===== src/rtl/fdme_pkg.sv =====
package fdme_pkg;

  localparam int WORD_W   = 64;
  localparam int COUNT_W  = 4;
  localparam int KIND_W   = 2;
  localparam int CMD_POS_W = 5;

  localparam logic [KIND_W-1:0] KIND_KEY   = 2'd0;
  localparam logic [KIND_W-1:0] KIND_MASK  = 2'd1;
  localparam logic [KIND_W-1:0] KIND_DELTA = 2'd2;

  // One classified input word on its way from the front end to the back end.
  typedef struct packed {
    logic                 key;
    logic                 last;
    logic [CMD_POS_W-1:0] pos;
    logic [WORD_W-1:0]    word;
  } cmd_t;

endpackage


===== src/rtl/fdme_front.sv =====
module fdme_front #(
  parameter int FRAME_BYTES = 256
) (
  input  logic                        clk_i,
  input  logic                        rst_ni,
  input  logic                        in_valid_i,
  output logic                        in_ready_o,
  input  logic [fdme_pkg::WORD_W-1:0] frame_word_i,
  input  logic                        stream_start_i,
  output logic                        push_valid_o,
  input  logic                        push_ready_i,
  output fdme_pkg::cmd_t              push_cmd_o
);
  import fdme_pkg::*;

  localparam int FRAME_WORDS = FRAME_BYTES / 8;

  logic [CMD_POS_W-1:0] pos_q, pos_d;
  logic                 key_q, key_d;
  logic [CMD_POS_W-1:0] pos_c;
  logic                 key_c;
  logic                 last_c;
  logic                 accept;

  assign accept = in_valid_i && push_ready_i;

  // A stream start drops any partial frame and opens a keyframe at word 0.
  assign key_c  = stream_start_i | key_q;
  assign pos_c  = stream_start_i ? '0 : pos_q;
  assign last_c = (pos_c == CMD_POS_W'(FRAME_WORDS - 1));

  assign pos_d = last_c ? '0 : CMD_POS_W'(pos_c + 1'b1);
  assign key_d = key_c && !last_c;

  assign in_ready_o   = push_ready_i;
  assign push_valid_o = in_valid_i;

  always_comb begin
    push_cmd_o.key  = key_c;
    push_cmd_o.last = last_c;
    push_cmd_o.pos  = pos_c;
    push_cmd_o.word = frame_word_i;
  end

  always_ff @(posedge clk_i or negedge rst_ni) begin
    if (!rst_ni) begin
      pos_q <= '0;
      key_q <= 1'b1;
    end else if (accept) begin
      pos_q <= pos_d;
      key_q <= key_d;
    end
  end

endmodule


===== config.mk =====
export PLATFORM = sky130hd
export DESIGN_NAME = fdme_front
export DESIGN_NICKNAME = d
export VERILOG_FILES = /design/src/rtl/fdme_pkg.sv /design/src/rtl/fdme_front.sv
export SDC_FILE = /design/constraint.sdc
export NUM_CORES = 1
export LEC_CHECK = 0
export BUFFER_PORTS_ARGS = -buffer_cell sky130_fd_sc_hd__buf_2
export CORE_UTILIZATION = 31
export CTS_BUF_LIST = sky130_fd_sc_hd__clkbuf_2
export CTS_CLUSTER_SIZE = 24
export DETAILED_ROUTE_END_ITERATION = 7
export GPL_ROUTABILITY_DRIVEN = 1
export GPL_TIMING_DRIVEN = 1
export PLACE_DENSITY = 0.88
export SETUP_SLACK_MARGIN = 0.05
export SYNTH_ARGS = -nofsm -noshare
export SYNTH_HDL_FRONTEND = slang
export SYNTH_SLANG_ARGS = --single-unit
export TNS_END_PERCENT = 1

===== constraint.sdc =====
create_clock -name clk_i -period 2.22 [get_ports clk_i]
set_clock_uncertainty 0.05 [all_clocks]
set_input_delay 0.444 -clock clk_i [delete_from_list [all_inputs] [get_ports clk_i]]
set_output_delay 0.444 -clock clk_i [all_outputs]
set_load 0.01 [all_outputs]

### After elaboration in Yosys (flattened, before gate mapping)

Index checks and enable logic that the tools add are counted.

| word-level totals | value |
|---|---|
| register bits after elaboration | 6 |
| output and inout bits | 73 |

| cells by class | value |
|---|---|
| $add $sub $neg | 1 |
| eq/ne operators | 1 |
| muxes and demuxes | 2 |
| bitwise logic cells | 1 |
| reductions and logical operators | 3 |

Operator list:

| operator | count |
|---|---|
| $mux W5 | 2 |
| $add A5 B1 Y5 const B | 1 |
| $eq A5 B5 Y1 const B | 1 |
| $logic_and A1 B1 Y1 | 2 |
| $logic_not A1 Y1 | 1 |
| $or A1 B1 Y1 | 1 |

### Longest topological paths before layout

| depth | value |
|---|---|
| depth in word-level cells | 4 |
| depth in mapped cells | 6 |
| depth with buffers taken out | 6 |

### Worst setup path before layout

Ideal clock, no wire load.

| path | value |
|---|---|
| kind | input -> output |
| start point | in stream_start_i |
| end point | out push_cmd_o[69] in the netlist's numbering |
| arrival time | 1.219 ns |
| required time | 1.726 ns |
| slack | 0.507 ns |
| stages | 4 |
| path buffers | 2 |
| cell sequence | buf_4 nor2b_1 ha_1 buf_4 |

RTL lines:

| element | line | RTL |
|---|---|---|
| from (decl) | fdme_front.sv:9 | `input logic stream_start_i,` |
| to (decl) | fdme_front.sv:12 | `output fdme_pkg::cmd_t push_cmd_o` |

==> run metrics <==
status finished clean; TritonCTS buffer count 3; PortBufs 13; layout cells sized above 1 0.4259; drt pass-1 iters 3; post-DP HPWL between 800 and 900 um; Peak Freq between 500 and 600 MHz; final RePlAce weighted congestion 0.7161; Num Clock Sinks 6; Tot Pwr 0.3573 mW; Slew HR 0.8551; Syn. warnings 0; largest net degree at the start of global routing 12; cts repair resizes 0; first-pass GRT wire length 1697 um; Met3 Routed Length ~160 um; Die Area ~0.003 mm2; Row Count 18; Max VDD drop ~0.29 mV; Multi-input gate area a little under 200 um2; hold path cells 2; Avg Cell Area, Syn ~8 um2; vias in the first global route between 300 and 400; Hold Startpoint key_q$_DFFE_PN1P_; total area of sequential cells between 150 and 200 um2; Hold Crit Class flip-flop to flip-flop; P_leak ~0.23 nW; MaxCap Viol Count 0; Cells after Synth about 110; worst r2r src pos_q[1]$_DFFE_PN0P_; Worst R2R Setup Slack roughly 0.59 ns; CP Launch Type flip-flop; H-Tree Level Count 1; Filler Cells Inserted 297; Setup CP Type flip-flop to primary output; postcts setup bufs 0; final std cells w/o fill 84; Post-Synthesis Cell Area about 870 um2; Max Slew Vio Count 0; drt via density ~4.5; largest cells by area after synthesis buf_4 (60%), dfrtp_1 (14%), dfstp_2 (3.0%), nand2_1 (2.2%), nor2b_1 (2.2%); I/O Pins roughly 140; post-synth top area share 0.5983; leading area contributor after synthesis buf_4; fin crit share 0.8682; hold path endpoint key_q$_DFFE_PN1P_; sequential fraction of the synthesis area 0.1749; PwrDens 743.8 mW/mm2; Congestion Overflow GR 0; WL/cell 14.20 um; drt initial violations 1; synthesis-to-finish area growth -44.51%; WL met1 ~470 um; CTS tree done; Syn Nets approximately 180; Hold Buf Count CTS 1; clock slew at reported path FFs roughly 0.070 ns; flops & latches, synth 6; r2r endpoint pos_q[3]$_DFFE_PN0P_; Data required, critical path between 1.5 and 2 ns; Synth cell types 25; min Tclk post-route 1.927 ns; initial core utilization 0.3372; initial antenna violation count 0; Die Ht 54.85 um; Util after Layout 0.1871; Clk Latency, worst-skew pair around 0.22 ns; vias roughly 380; endpoints failing setup 0; n_diodes 0; final hold vios 0; setup TNS 0 ns; Worst EP arrival 1.43 ns; Remaining DRCs 0; Highest Signal Layer met4; R2R depth 5; Overall Global Routing Usage 0.08576; cell total after placement 79; RSZ-0062 raised after global routing no; Tightest Pin Transition roughly 0.21 ns; remaining antenna violation count 0; final WL roughly 1200 um; routed wl met2 around 430 um; final net count roughly 130; Longest Clk Path Bufs 2; root buffer cell clkbuf_2; Die Wd 54.85 um; crit path max fanout 6; area of the core approximately 0.0026 mm2; CP Capture Type primary output
[cells in the final DEF (no fill, tap or decap)]
cell type,count
buf_2,13
nand2_1,5
dfrtp_1,5
clkbuf_2,4
nor2b_1,3
nor2_1,2
a21oi_1,2
nor2b_2,1
inv_1,1
nand3_2,1
nor3b_1,1
or2_1,1
and4b_2,1
nand2_2,1
o21ai_1,1
o31ai_1,1
or4_1,1
mux2i_1,1
or3_1,1
nand3_1,1
o311ai_1,1
mux2_2,1
or2_0,1
a21boi_1,1
ha_1,1
dlygate4sd3_1,1
dfstp_2,1
[routing by layer]
metal / vias to the layer above / track usage
li1: 164 / -
met1: 159 / 0.08210
met2: 32 / 0.08434
met3: 20 / 0.04444
met4: 0 / 0.1795
met5: - / 0
[how the worst max path moves through the flow]
stage,start,to,slack [ns],cells past startpoint
global placement,stream_start_i,push_cmd_o[69],0.51,4
CTS,pos_q[1]$_DFFE_PN0P_,push_cmd_o[69],0.27,4
floorplan,stream_start_i,push_cmd_o[69],0.51,4
detailed placement,stream_start_i,push_cmd_o[69],0.45,4
global route,pos_q[1]$_DFFE_PN0P_,push_cmd_o[69],0.16,4
finish,pos_q[1]$_DFFE_PN0P_,push_cmd_o[69],0.29,4
[cells in the mapped netlist]
master / n
o311ai_1: 1
nor2b_1: 3
dfrtp_1: 5
or2_0: 1
inv_1: 1
dfstp_2: 1
mux2i_1: 1
buf_4: 69
or3_1: 1
nand2_2: 1
or2_1: 1
nor2_1: 2
a21oi_1: 2
a21boi_1: 1
nand2_1: 5
o21ai_1: 1
nand3_1: 1
and4b_2: 1
mux2_2: 1
nor3b_1: 1
o31ai_1: 1
nor2b_2: 1
ha_1: 1
or4_1: 1
nand3_2: 1
[cells by family after synthesis]
kind of cell | Yosys count | share of synthesized area
muxes | 2 | 0.02457
DFF | 6 | 0.1749
buffers and inverters | 70 | 0.6026
adders and majority gates | 1 | 0.01445
and+or+nand+nor | 20 | 0.1388
AOI/OAI and AO/OA | 6 | 0.04480
[where the power goes]
| group | internal (mW) | leakage [nW] | switching (mW) |
|---|---|---|---|
| clock | 0.0478 | 0.0166 | 0.0420 |
| sequential | 0.135 | 0.0737 | 0.0305 |
| combinational | 0.0523 | 0.142 | 0.0494 |
| total | 0.235 | 0.232 | 0.122 |
[state kept, by name, indices dropped and copies added (netlist names)]
signal and count:
pos_q 5, key_q 1
[through the flow]
step | hold slack (ns) | setup WS [ns] | cell area [um2]
6_report | 0.4187 | 0.2927 | 480.5
2_1_floorplan | 0.09841 | 0.5070 | 865.8
3_5_place_dp | 0.2264 | 0.4458 | 450.4
4_1_cts | 0.4205 | 0.2727 | 480.5
3_3_place_gp | 0.2203 | 0.5121 | 450.4
5_1_grt | 0.4532 | 0.1551 | 480.5
[worst max-delay path, cell delays in order (launching register included)]
cell and delay (ns):
dfrtp_1 0.43, nand3_2 0.13, nor3b_1 0.21, ha_1 0.28, buf_2 0.16
[layout make-up]
type / instances / share of cell area
multi-input combinational: 29 / 0.4010
sequential: 6 / 0.3151
timing repair buffer: 14 / 0.1562
tap: 30 / 0.07812
clock buffer: 4 / 0.04167
inverter: 1 / 0.007812
(Power assumes the default switching activity.)
