<file path="config.mk">
export PLATFORM = sky130hd
export DESIGN_NAME = fdme_queue
export DESIGN_NICKNAME = d
export VERILOG_FILES = /design/src/rtl/fdme_pkg.sv /design/src/rtl/fdme_queue.sv
export SDC_FILE = /design/constraint.sdc
export NUM_CORES = 1
export LEC_CHECK = 0
export BUFFER_PORTS_ARGS = -buffer_cell sky130_fd_sc_hd__buf_4
export CAP_MARGIN = 20
export CORE_ASPECT_RATIO = 1.75
export CORE_MARGIN = 2
export CORE_UTILIZATION = 56
export CTS_CLUSTER_DIAMETER = 40
export DETAILED_ROUTE_END_ITERATION = 8
export GPL_TIMING_DRIVEN = 0
export HOLD_SLACK_MARGIN = 0.08
export PLACE_DENSITY = 0.82
export REMOVE_ABC_BUFFERS = 1
export SYNTH_ARGS = -nofsm -noshare
export SYNTH_HDL_FRONTEND = slang
export SYNTH_SLANG_ARGS = --single-unit
export TNS_END_PERCENT = 1
</file>
<file path="constraint.sdc">
create_clock -name clk_i -period 12.34 [get_ports clk_i]
set_input_delay 0 -clock clk_i [delete_from_list [all_inputs] [get_ports clk_i]]
set_output_delay 0 -clock clk_i [all_outputs]
set_load 0.05 [all_outputs]
</file>
<file path="src/rtl/fdme_pkg.sv">
package fdme_pkg;

  localparam int WORD_W   = 64;
  localparam int COUNT_W  = 4;
  localparam int KIND_W   = 2;
  localparam int CMD_POS_W = 5;

  localparam logic [KIND_W-1:0] KIND_KEY   = 2'd0;
  localparam logic [KIND_W-1:0] KIND_MASK  = 2'd1;
  localparam logic [KIND_W-1:0] KIND_DELTA = 2'd2;

  // One classified input word on its way from the front end to the back end.
  typedef struct packed {
    logic                 key;
    logic                 last;
    logic [CMD_POS_W-1:0] pos;
    logic [WORD_W-1:0]    word;
  } cmd_t;

endpackage

</file>
<file path="src/rtl/fdme_queue.sv">
module fdme_queue (
  input  logic           clk_i,
  input  logic           rst_ni,
  input  logic           push_valid_i,
  output logic           push_ready_o,
  input  fdme_pkg::cmd_t push_cmd_i,
  output logic           pop_valid_o,
  input  logic           pop_ready_i,
  output fdme_pkg::cmd_t pop_cmd_o
);
  import fdme_pkg::*;

  localparam logic [1:0] DEPTH = 2'd2;

  cmd_t       entry_q [2];
  logic       wptr_q, rptr_q;
  logic [1:0] cnt_q;
  logic       push, pop;

  assign push_ready_o = (cnt_q != DEPTH);
  assign pop_valid_o  = (cnt_q != 2'd0);
  assign pop_cmd_o    = entry_q[rptr_q];
  assign push = push_valid_i && push_ready_o;
  assign pop  = pop_valid_o && pop_ready_i;

  always_ff @(posedge clk_i) begin
    if (push) begin
      entry_q[wptr_q] <= push_cmd_i;
    end
  end

  always_ff @(posedge clk_i or negedge rst_ni) begin
    if (!rst_ni) begin
      wptr_q <= 1'b0;
      rptr_q <= 1'b0;
      cnt_q  <= 2'd0;
    end else begin
      if (push) begin
        wptr_q <= ~wptr_q;
      end
      if (pop) begin
        rptr_q <= ~rptr_q;
      end
      if (push && !pop) begin
        cnt_q <= cnt_q + 2'd1;
      end else if (pop && !push) begin
        cnt_q <= cnt_q - 2'd1;
      end
    end
  end

`ifndef ASSERT_OFF
  a_fill_tracks_push : assert property (@(posedge clk_i) disable iff (!rst_ni)
    (push && !pop) |=> (cnt_q == $past(cnt_q) + 2'd1) && (cnt_q <= DEPTH))
    else $error("queue fill count lost a push");
`endif

endmodule

</file>
Yosys cells after proc, flatten, opt, wreduce, memory -nomap -nowiden
Memories as Yosys holds them, arrays and structs flattened.
Index checks and enable logic that the tools add are counted.
- bits in writable memories: 142
- memories kept: 1
- register bits after elaboration: 4
- input bits: 75
- add/sub/neg operators: 2
- bitwise logic cells: 2
- multiplexer cells: 4
- reductions and logical operators: 8
- equality and inequality tests: 1
- memory list (name ; depth ; bits a word ; read ports ; clocked after Yosys merged registers in ; write ports ; line ; source):
    entry_q ; 2 ; 71 ; 1 ; 0 ; 1 ; fdme_queue.sv:15 ; cmd_t entry_q [2];
- operator list (operator ; number):
    $logic_and A1 B1 Y1 ; 4
    $mux W2 ; 2
    $reduce_bool A2 Y1 ; 2
    $add A2 B1 Y2 const B ; 1
    $logic_not A1 Y1 ; 2
    $mux W1 ; 2
    $ne A2 B2 Y1 const B ; 1
    $not A1 Y1 ; 2
    $sub A2 B1 Y2 const B ; 1

Longest topological paths before layout
Gate-level depths: netlist of run 1.
- depth in word-level cells: 6
- gate-level depth with buffers: 7
- mapped depth without buffers: 7

Worst setup path before layout of run 1
No wires, ideal clock.
- path type: register -> register
- start: register cnt_q[0]
- end: memory entry_q[0][0] (netlist bit) (enable)
- path buffers: 0
- arrival: 4035 ps
- required time: 11839 ps
- clock period less this slack: 4536 ps
- stages on the path, launching flop included: 4
- setup slack: 7804 ps
- cell sequence: dfrtp_1 -> nand2b_1 -> nand2_1 -> nor2_1
- longest elaborated chain between the ends: 4
- RTL lines (item ; line ; source):
    start, declared ; fdme_queue.sv:17 ; logic [1:0] cnt_q;
    start signal, assigned ; fdme_queue.sv:45 ; cnt_q <= cnt_q + 2'd1;
    start signal, assigned ; fdme_queue.sv:47 ; cnt_q <= cnt_q - 2'd1;
    $ne A2 B2 Y1 ; fdme_queue.sv:20 ; assign push_ready_o = (cnt_q != DEPTH);
    net push_ready_o ; fdme_queue.sv:5 ; output logic push_ready_o,
    $logic_and A1 B1 Y1 ; fdme_queue.sv:23 ; assign push = push_valid_i && push_ready_o;
    $mux W1 ; fdme_queue.sv:27 ; if (push) begin
    $mux W1 (not written as such) ; fdme_queue.sv:28 ; entry_q[wptr_q] <= push_cmd_i;
    end, declared ; fdme_queue.sv:15 ;
The timed path passes the listed nets, and every way through them passes these cells.

Worst setup path after layout of run 1
- start: register cnt_q[0]
- end: memory entry_q[0][21] (netlist bit) (enable)
- longest elaborated chain between the ends: 4
- RTL lines (item ; line):
    $ne A2 B2 Y1 ; fdme_queue.sv:20
    $logic_and A1 B1 Y1 ; fdme_queue.sv:23
    $mux W1 ; fdme_queue.sv:27
    $mux W1 (not written as such) ; fdme_queue.sv:28
No other way between the ends.

==> results of run 1 <==
flip-flops by register name (all words and copies together) (netlist names):
| name | cells |
|---|---|
| entry_q | 142 |
| wptr_q | 1 |
| cnt_q | 2 |
| rptr_q | 1 |
metrics by stage:
step | hold WS (ps) | power (mW) | worst slack [ps] | utilization
6_report | 306 | 2.22 | 10220 | 0.836
5_1_grt | 306 | 2.29 | 10060 | 0.836
4_1_cts | 298 | 2.23 | 10180 | 0.836
3_5_place_dp | -198 | 1.69 | 10220 | 0.699
3_3_place_gp | -203 | 1.71 | 6800 | 0.688
2_1_floorplan | -296 | 1.46 | 7800 | -
cells in the final DEF (no fill, tap or decap), types with 2 or more instances in the layout:
master	netlist	layout
edfxtp_1	142	142
buf_12	7	2
clkbuf_1	0	2
clkbuf_16	0	17
clkinv_1	0	5
xnor2_1	3	3
xor2_1	2	2
nand2_1	2	2
dlygate4sd3_1	0	75
buf_16	0	2
mux2_4	69	69
bufinv_16	0	4
dfrtp_1	4	3
buf_4	0	147
mux2_2	2	2
clkinvlp_4	0	3
cell type report:
| cell class | instances | area, um^2 |
|---|---|---|
| sequential | 146 | 4370 |
| timing repair buffer | 226 | 1950 |
| fill | 475 | 1610 |
| multi-input combinational | 84 | 1160 |
| clock buffer | 19 | 433 |
| clock inverter | 13 | 166 |
| tap | 125 | 156 |
| inverter | 1 | 3.75 |
power groups by stage:
stage	clock [mW]	combinational, mW	sequential (mW)
after floorplan	0	0.691	0.768
after global placement	0	0.919	0.791
after detailed placement	0	0.946	0.747
after CTS	0.522	0.969	0.737
after global routing	0.540	1.00	0.748
final	0.514	0.967	0.737
cell families (layout without fill, tap and decap cells):
family / Yosys count / after routing / share of synthesized area
AND/OR/NAND/NOR: 7 / 7 / 0.00596
flip-flops: 146 / 146 / 0.770
XOR/XNOR: 5 / 5 / 0.00773
buffers and inverters: 9 / 259 / 0.0274
multiplexers: 71 / 71 / 0.187
adder cells (fa/ha/maj): 1 / 1 / 0.00221
final timing paths:
kind,end,cells past startpoint
worst min-delay path,entry_q[0][11]$_DFFE_PP_,2
max in group asynchronous,rptr_q$_DFFE_PN0P_,3
worst max register to register,entry_q[0][21]$_DFFE_PP_,5
worst max-delay path,entry_q[0][21]$_DFFE_PP_,5
min in group asynchronous,wptr_q$_DFFE_PN0P_,3
worst min register to register,cnt_q[1]$_DFFE_PN0P_,1
critical path: stages, from the launching register on:
cell	delay, ps
dfrtp_1	410
nand2b_1	170
nand2_1	160
nor2_4	600
buf_12	260
buf_12	200
per-layer routing:
| layer | routed length [um] | vias to the layer above | track usage |
|---|---|---|---|
| met5 | 0 | - | 0 |
| met4 | 222 | 0 | 0.101 |
| met3 | 417 | 17 | 0.0633 |
| met2 | 6770 | 104 | 0.404 |
| met1 | 4050 | 1519 | 0.223 |
| li1 | - | 1414 | - |
cell usage after synthesis, drive strengths merged:
master / n / share of area
nand2b: 1 / 0.0011
dfrtp: 4 / 0.018
inv: 1 / 0.00066
ha: 1 / 0.0022
xor2: 2 / 0.0031
nand2: 2 / 0.0013
and3: 1 / 0.0011
xnor2: 3 / 0.0046
nor2: 2 / 0.0013
edfxtp: 142 / 0.75
buf: 8 / 0.027
or2: 1 / 0.0011
mux2: 71 / 0.19
repair_timing:
| action | in CTS | in global routing |
|---|---|---|
| endpoints found under the setup margin | 0 | 0 |
| resized for setup | 0 | 0 |
| hold buffers | 75 | 0 |
| setup buffers | 0 | 0 |
| endpoints found under the hold margin | 149 | 0 |
==> flow_summary_export.csv, run 1 <==
group,metric,value,unit
sta,timing.setup.tns,0,ps
yosys,ys_ff_latch,146,
cells_and_area,antenna_cells,0,
sta,skew,10.5,ps
power_and_ir_drop,cellLeakagePower,3.33,nW
route,drt-pass1-iter-count,4,
grt,grt_pass1_vias,3274,
power_and_ir_drop,power_density,269,nW/um^2
power_and_ir_drop,p_int,1.39,mW
cells_and_area,area_growth,45.3,%
yosys,ys_types,15,
floorplanning,start_util,0.575,
placement,placed_area,6890,um^2
cells_and_area,fin_area,8240,um^2
power_and_ir_drop,seq_power_share,0.332,
sta,slew_viol_final,0,
floorplanning,dieArea,11000,um^2
sta,tightest_slew,739,ps
placement,gp_congestion,0.669,
setup_path,cp-start-kind,"register",
placement,hpwl,6680,um
setup_path,worstPathRequired,12450,ps
floorplanning,fp.coreArea,9850,um^2
grt,grt_pass1_wl,17000,um
flow_run,cap_violations,0,
yosys,netlist_area,5670,um^2
route,post_drt_wl_per_cell,18.7,um
sta,fin_crit,2120,ps
setup_path,cp.arrival,2240,ps
clock_tree,clk_path_buf_depth,2,
power_and_ir_drop,combPwrFrac,0.436,
route,routed_wl,11500,um
sta,max_freq,471,MHz
yosys,ys_seq_area_frac,0.770,
setup_path,ff2ff_setup_slack,10220,ps
power_and_ir_drop,netSwitchingPower,0.832,mW
sta,final_hold_viol_count,0,
route,vias,3054,
floorplanning,num_rows,48,
clock_tree,clock_tree.root_cell,"clkbuf_16",
power_and_ir_drop,irDropWorstVdd,0.000251,V
route,first_iter_violations,161,
sta,fin_crit_sh,0.172,
clock_tree,htree_levels,4,
worst_hold_path,hp-start,"push_cmd_i[11]",
yosys,avgSynthCellArea,23.7,um^2
cells_and_area,layout.nets,552,
sta,rsz0062_at_grt,"false",
route,viasPerCell,4.97,
grt,antenna_found_initial,0,
setup_path,r2r_start,"cnt_q[0]$_DFFE_PN0P_",
placement,port_buffers,147,
setup_path,critPathKind,"register to register",
grt,grt_use_total,0.219,
sta,max_slew_margin,0.506,
setup_path,end_kind,"register",
grt,grt_overflow,0,
power_and_ir_drop,swShare,0.375,
clock_tree,numCtsBuffers,17,
grt,grt_max_degree,56,
floorplanning,io_pins,148,
worst_hold_path,hold_class,"primary input to register",
cells_and_area,layout-drive-gt1-share,0.511,
yosys,synth_cells,239,
setup_path,cp_max_fo,25,
clock_tree,tritoncts,"done",
placement,dp.cells,507,
floorplanning,die_x,80.1,um
outcome,outcome,"completed",
setup_path,crit_start,"cnt_q[0]$_DFFE_PN0P_",
clock_tree,clk_latency,410,ps
route,detail-route-antenna-nets,0,
clock_tree,clock-sinks,146,
cells_and_area,fin_cells,614,
route,drc_errors,0,
yosys,ys.warnings.count,0,
clock_tree,clk_pin_slew,60,ps
floorplanning,fp.dieH,137,um
power_and_ir_drop,p_clk_frac,0.232,
sta,setup_viol_count_final,0,
Power figures use the tool's default switching activity.
==> inputs of run 2 (changes only) <==
ABC_AREA = 1   (was unset)
CORE_UTILIZATION = 52   (was 56)
PLACE_DENSITY = 0.77   (was 0.82)
clock period = 2.1 ns   (was 12.34 ns; I/O delays follow)
==> run 2 against run 1 <==
Die area grew 2.8%. Synthesized cell count is 67% higher. Non-clock buffer count increased by 1. Via count increased by 25%. Global-route usage grew 1.9 points. Critical path type is now register to primary output. Largest cell class unchanged.
==> flow_summary_export.csv, run 2 <==
group,metric,value,unit
yosys,synthTopCellsByArea,"edfxtp_1, nand2_1, dfrtp_1, buf_6, buf_2",
yosys,muxShareOfSynthArea,0,
setup_path,end_kind,"primary output",
yosys,ys.flop_type,"edfxtp_1",
route,drt-pass1-iter-count,4,
yosys,synth-compound-area-share,0,
worst_hold_path,hp-start,"push_cmd_i[16]",
setup_path,critPathBufInv,2,
floorplanning,die_x,81.2,um
sta,final_hold_viol_count,0,
placement,placed_area,6680,um^2
placement,gp_congestion,0.721,
route,first_iter_violations,166,
yosys,synthXorXnorAreaFrac,0.00323,
cells_and_area,final_util,0.794,
grt,grt_pass1_vias,4118,
sta,tightest_slew,717,ps
sta,max_slew_margin,0.521,
yosys,synth_area_leader_cell,"edfxtp_1",
placement,hpwl,7130,um
cells_and_area,area_growth,50.0,%
yosys,ys_ff_latch,146,
setup_path,crit_slowest_cell,"dfrtp_4",
grt,grt_max_degree,73,
yosys,synth.most_common_cell,"nand2_1",
sta,setup_slack,117,ps
setup_path,cp_top_family,"flip-flops",
cells_and_area,largest_reg_flops,142,
setup_path,critPathKind,"register to primary output",
setup_path,cp_max_fo,72,
floorplanning,fp.dieH,139,um
yosys,synth_top_family_by_area,"simple AND/OR/NAND/NOR gates",
cells_and_area,multi_input_area,908,um^2
power_and_ir_drop,combPwrFrac,0.433,
floorplanning,num_rows,49,
power_and_ir_drop,seq_power_share,0.314,
route,drc_errors,0,
cells_and_area,layout.nets,706,
yosys,synth_cells,399,
setup_path,path_cells,"inv_8 > nand2_1 > nand2_1 > buf_4",
power_and_ir_drop,swShare,0.420,
yosys,synth_common_cells,"nand2_1, edfxtp_1, buf_6",
clock_tree,clk_pin_slew,60,ps
setup_path,crit_top_cell,"nand2_1",
power_and_ir_drop,irDropWorstVdd,0.00132,V
grt,grt_pass1_wl,19500,um
floorplanning,fp.coreArea,10200,um^2
sta,setup_viol_count_final,0,
cells_and_area,layout_common_cells,"nand2_1, buf_4, edfxtp_1",
setup_path,cp.arrival,1980,ps
yosys,yosys.area_share.simple,0.159,
yosys,async_flop_share,0.0274,
worst_hold_path,hold_class,"primary input to register",
flow_run,cap_violations,0,
power_and_ir_drop,cellLeakagePower,3.49,nW
grt,grt_use_total,0.238,
cells_and_area,fin_area,8130,um^2
yosys,avgSynthCellArea,13.6,um^2
setup_path,slowest_delay,700,ps
sta,hold_ws,301,ps
cells_and_area,largest-register,"entry_q",
grt,grt_overflow,0,
power_and_ir_drop,finalPower,13.7,mW
sta,fin_crit,1980,ps
clock_tree,clock_tree.root_cell,"clkbuf_16",
sta,fin_crit_sh,0.944,
setup_path,ff2ff_setup_slack,150,ps
setup_path,worstPathRequired,2100,ps
route,routed_wl,12800,um
sta,slew_viol_final,0,
yosys,synth-adder-area-share,0.00231,
sta,max_freq,504,MHz
setup_path,timing.rr.end,"entry_q[1][41]$_DFFE_PP_",
clock_tree,tritoncts,"done",
clock_tree,clock-sinks,146,
setup_path,cp-start-kind,"register",
sta,skew,8.64,ps
floorplanning,start_util,0.529,
clock_tree,clk_latency,420,ps
floorplanning,dieArea,11300,um^2
cells_and_area,reg_top3,"entry_q: 142 flops, cnt_q: 2 flops",
cells_and_area,final_common_cell,"nand2_1",
grt,antenna_found_initial,0,
power_and_ir_drop,p_int,7.96,mW
cells_and_area,fillCellCount,581,
route,detail-route-antenna-nets,0,
cells_and_area,antenna_cells,0,
placement,port_buffers,147,
worst_hold_path,hold_depth,2,
clock_tree,cts_setup_buffers,0,
setup_path,r2r_start,"cnt_q[0]$_DFFE_PN0P_",
cells_and_area,layout-drive-gt1-share,0.294,
route,viasPerCell,4.97,
power_and_ir_drop,p_clk_frac,0.253,
yosys,ys_seq_area_frac,0.806,
cells_and_area,seq_area,4370,um^2
power_and_ir_drop,power_density,1690,nW/um^2
outcome,outcome,"completed",
route,vias,3824,
setup_path,reg2reg_depth,5,
yosys,synth_top_area_frac,0.787,
route,post_drt_wl_per_cell,16.6,um
worst_hold_path,min_to,"entry_q[0][16]$_DFFE_PP_",
floorplanning,io_pins,148,
yosys,ys.warnings.count,0,
clock_tree,numCtsBuffers,17,
sta,rsz0062_at_grt,"false",
placement,pre_cts_slack,206,ps
power_and_ir_drop,netSwitchingPower,5.75,mW
yosys,netlist_area,5420,um^2
yosys,ys_types,16,
clock_tree,htree_levels,4,
clock_tree,clk_path_buf_depth,2,
yosys,synth_edf_count,142,
==> run 2: cell count changes after synthesis, moves of 2 or more <==
| cell | delta |
|---|---|
| buf_12 | -7 |
| buf_2 | +6 |
| buf_6 | +7 |
| inv_1 | +4 |
| mux2_2 | -2 |
| mux2_4 | -69 |
| nand2_1 | +220 |
| nand3_1 | +2 |
| xnor2_1 | -2 |
==> run 2: power groups by stage <==
stage,Sequential [mW],Combinational [mW],Clock [mW]
6_report,4.31,5.93,3.47
5_1_grt,4.37,6.25,3.63
4_1_cts,4.31,5.93,3.50
3_5_place_dp,4.35,5.80,0
3_3_place_gp,4.36,5.22,0
2_1_floorplan,4.37,3.82,0
==> run 2: metrics by stage <==
stage	std cells	TNS, ps
after CTS	770	0
after global placement	658	-583240
after floorplan	384	-337880
after detailed placement	663	0
final	770	0
after global routing	770	0
==> run 2: how the worst max path moves through the flow <==
stage | slack (ps) | endpoint | from | depth (start not counted)
6_report | 120 | pop_cmd_o[42] | rptr_q$_DFFE_PN0P_ | 4
5_1_grt | 5 | pop_cmd_o[37] | rptr_q$_DFFE_PN0P_ | 4
4_1_cts | 110 | pop_cmd_o[4] | rptr_q$_DFFE_PN0P_ | 4
3_5_place_dp | 210 | entry_q[1][41]$_DFFE_PP_ | cnt_q[0]$_DFFE_PN0P_ | 5
3_3_place_gp | -3520 | entry_q[0][28]$_DFFE_PP_ | cnt_q[0]$_DFFE_PN0P_ | 4
2_1_floorplan | -2320 | entry_q[0][0]$_DFFE_PP_ | cnt_q[0]$_DFFE_PN0P_ | 4
==> run 2: routing by layer <==
metal | vias to the layer above | part of all wire | track usage
met5 | - | 0 | 0
met3 | 39 | 0.042 | 0.0651
li1 | 1807 | - | -
met4 | 0 | 0.041 | 0.127
met1 | 1833 | 0.34 | 0.231
met2 | 145 | 0.58 | 0.436
==> run 2: logic make-up (layout without fill, tap and decap cells) <==
kind of cell  Yosys count  count (layout)
fa+ha+maj               1               1
flops                 146             146
xor+xnor                2               2
simple gates          228             228
buf+inv                22             266
==> run 2: cell type report <==
| cell class | instances | share of cell area |
|---|---|---|
| Clock inverter | 15 | 0.0323 |
| Timing Repair Buffer | 227 | 0.242 |
| Inverter | 7 | 0.00416 |
| Tap cell | 127 | 0.0196 |
| Multi-Input combinational cell | 231 | 0.112 |
| Clock buffer | 17 | 0.0523 |
| Sequential cell | 146 | 0.537 |
==> run 2: what timing repair did <==
action / CTS / global route
hold buffers: 75 / 0
endpoints found under the hold margin: 149 / 0
setup endpoints to repair: 71 / 0
gates resized for setup: 2 / 0
==> inputs of run 3 (changes only) <==
CORE_UTILIZATION = 50   (was 52)
PLACE_DENSITY = 0.75   (was 0.77)
clock period = 2.4 ns   (was 2.1 ns; I/O delays follow)
==> run 3 against run 2 <==
Routed wire length shrank 7.2%. First-iteration DRC count shrank 17%. Die area grew 3.8%. Highest routed layer unchanged. Via count shrank 2.2%. Hold slack gained 10 ps. Clock skew shrank 2.3 ps. Global-route usage shrank 2.3 points. Cell count grew 0.39%. Critical path depth grew 1. Count of clock-buffer cells in the layout grew 3. Flip-flop and latch count is the same. Largest cell class unchanged.
==> flow_summary_export.csv, run 3 (synthesized netlist as in run 2, its figures left out) <==
group,metric,value,unit
outcome,outcome,"completed",
grt,antenna_found_initial,0,
grt,grt_pass1_wl,18200,um
sta,slew_viol_final,0,
sta,skew,6.37,ps
floorplanning,fp.dieH,142,um
cells_and_area,fin_cells,773,
clock_tree,clk_pin_slew,50,ps
sta,final_hold_viol_count,0,
setup_path,worstPathRequired,2400,ps
route,first_iter_violations,138,
floorplanning,start_util,0.509,
setup_path,cp-start-kind,"register",
sta,max_freq,437,MHz
clock_tree,cts_setup_buffers,0,
grt,grt_max_degree,73,
setup_path,cp.arrival,2290,ps
setup_path,cp_max_fo,72,
cells_and_area,area_growth,48.8,%
placement,gp_congestion,0.708,
cells_and_area,reg_top3,"entry_q: 142 flops, cnt_q: 2 flops",
cells_and_area,antenna_cells,0,
placement,pre_cts_slack,575,ps
sta,tightest_slew,712,ps
power_and_ir_drop,finalPower,11.7,mW
clock_tree,clock-sinks,146,
sta,fin_crit,2290,ps
cells_and_area,final_common_cell,"nand2_1",
placement,hpwl,7140,um
floorplanning,num_rows,50,
power_and_ir_drop,irDropWorstVdd,0.000960,V
setup_path,critPathKind,"register to primary output",
floorplanning,dieArea,11700,um^2
cells_and_area,largest_reg_flops,142,
route,drt-pass1-iter-count,4,
floorplanning,die_x,82.7,um
sta,max_slew_margin,0.525,
cells_and_area,fin_area,8060,um^2
power_and_ir_drop,power_density,1450,nW/um^2
sta,setup_viol_count_final,0,
clock_tree,numCtsBuffers,17,
clock_tree,tritoncts,"done",
placement,port_buffers,147,
power_and_ir_drop,cellLeakagePower,3.45,nW
clock_tree,clock_tree.root_cell,"clkbuf_16",
grt,grt_use_total,0.215,
route,post_drt_wl_per_cell,15.3,um
sta,fin_crit_sh,0.954,
flow_run,cap_violations,0,
route,detail-route-antenna-nets,0,
route,routed_wl,11800,um
floorplanning,io_pins,148,
clock_tree,htree_levels,4,
worst_hold_path,hold_class,"primary input to register",
cells_and_area,layout-drive-gt1-share,0.285,
cells_and_area,fillCellCount,639,
route,viasPerCell,4.84,
placement,dp.cells,666,
clock_tree,clk_path_buf_depth,2,
route,vias,3739,
setup_path,end_kind,"primary output",
grt,grt_pass1_vias,3978,
cells_and_area,final_util,0.758,
cells_and_area,largest-register,"entry_q",
cells_and_area,layout.nets,706,
clock_tree,clk_latency,410,ps
clock_tree,hold_buffers,75,
grt,grt_overflow,0,
placement,placed_area,6690,um^2
floorplanning,fp.coreArea,10600,um^2
cells_and_area,layout_common_cells,"nand2_1, buf_4, edfxtp_1",
sta,rsz0062_at_grt,"false",
route,drc_errors,0,
clock_tree,ctsResizeCount,0,
sta,setup_slack,112,ps
-- run 3: cell count changes in the layout (fill, tap and decap cells not counted), sizes merged --
cell    previous run  this run
clkinv             7         5
inv                7         8
clkbuf            17        20
bufinv             7         5
-- run 3: layout make-up --
cell class	instances	area [um^2]	area share
sequential	146	4370	0.542
timing repair buffer	227	1970	0.244
multi-input combinational	231	908	0.113
clock buffer	20	437	0.0542
clock inverter	12	186	0.0231
tap	130	163	0.0202
inverter	7	31.3	0.00388
-- run 3: per-layer routing --
layer / vias to the layer above / global-route usage / wire length [um]
met3: 36 / 0.0566 / 456
met4: 0 / 0.123 / 477
li1: 1804 / - / -
met5: - / 0 / 0
met1: 1780 / 0.216 / 4180
met2: 119 / 0.385 / 6730
-- run 3: critical path, stage by stage, from the launching register on --
cell,delay [ps]
dfrtp_2,660
buf_12,300
inv_6,410
nand2_1,140
nand2_1,110
buf_4,200
-- run 3: worst paths after layout --
path | from | endpoint | slack (ps) | cells after the start
setup reg to reg | cnt_q[0]$_DFFE_PN0P_ | entry_q[1][42]$_DFFE_PP_ | 570 | 5
setup / recovery | rptr_q$_DFFE_PN0P_ | pop_cmd_o[46] | 110 | 5
hold reg to reg | cnt_q[0]$_DFFE_PN0P_ | cnt_q[0]$_DFFE_PN0P_ | 530 | 1
hold / removal | push_cmd_i[46] | entry_q[0][46]$_DFFE_PP_ | 310 | 2
max in group asynchronous | rst_ni | rptr_q$_DFFE_PN0P_ | 1700 | 3
min in group asynchronous | rst_ni | wptr_q$_DFFE_PN0P_ | 500 | 3
-- run 3: where the power goes --
group | internal, mW | leakage [nW] | total (mW) | switching, mW
Clock | 1.83 | 0.299 | 2.75 | 0.923
Sequential | 3.48 | 1.37 | 3.73 | 0.248
Combinational | 1.43 | 1.78 | 5.18 | 3.76
-- run 3: per-stage QoR --
step | hold WS [ps] | TNS, ps
final | 312 | 0
after global routing | 300 | 0
after CTS | 295 | 0
after detailed placement | -198 | 0
after global placement | -204 | -500780
after floorplan | -296 | -287470
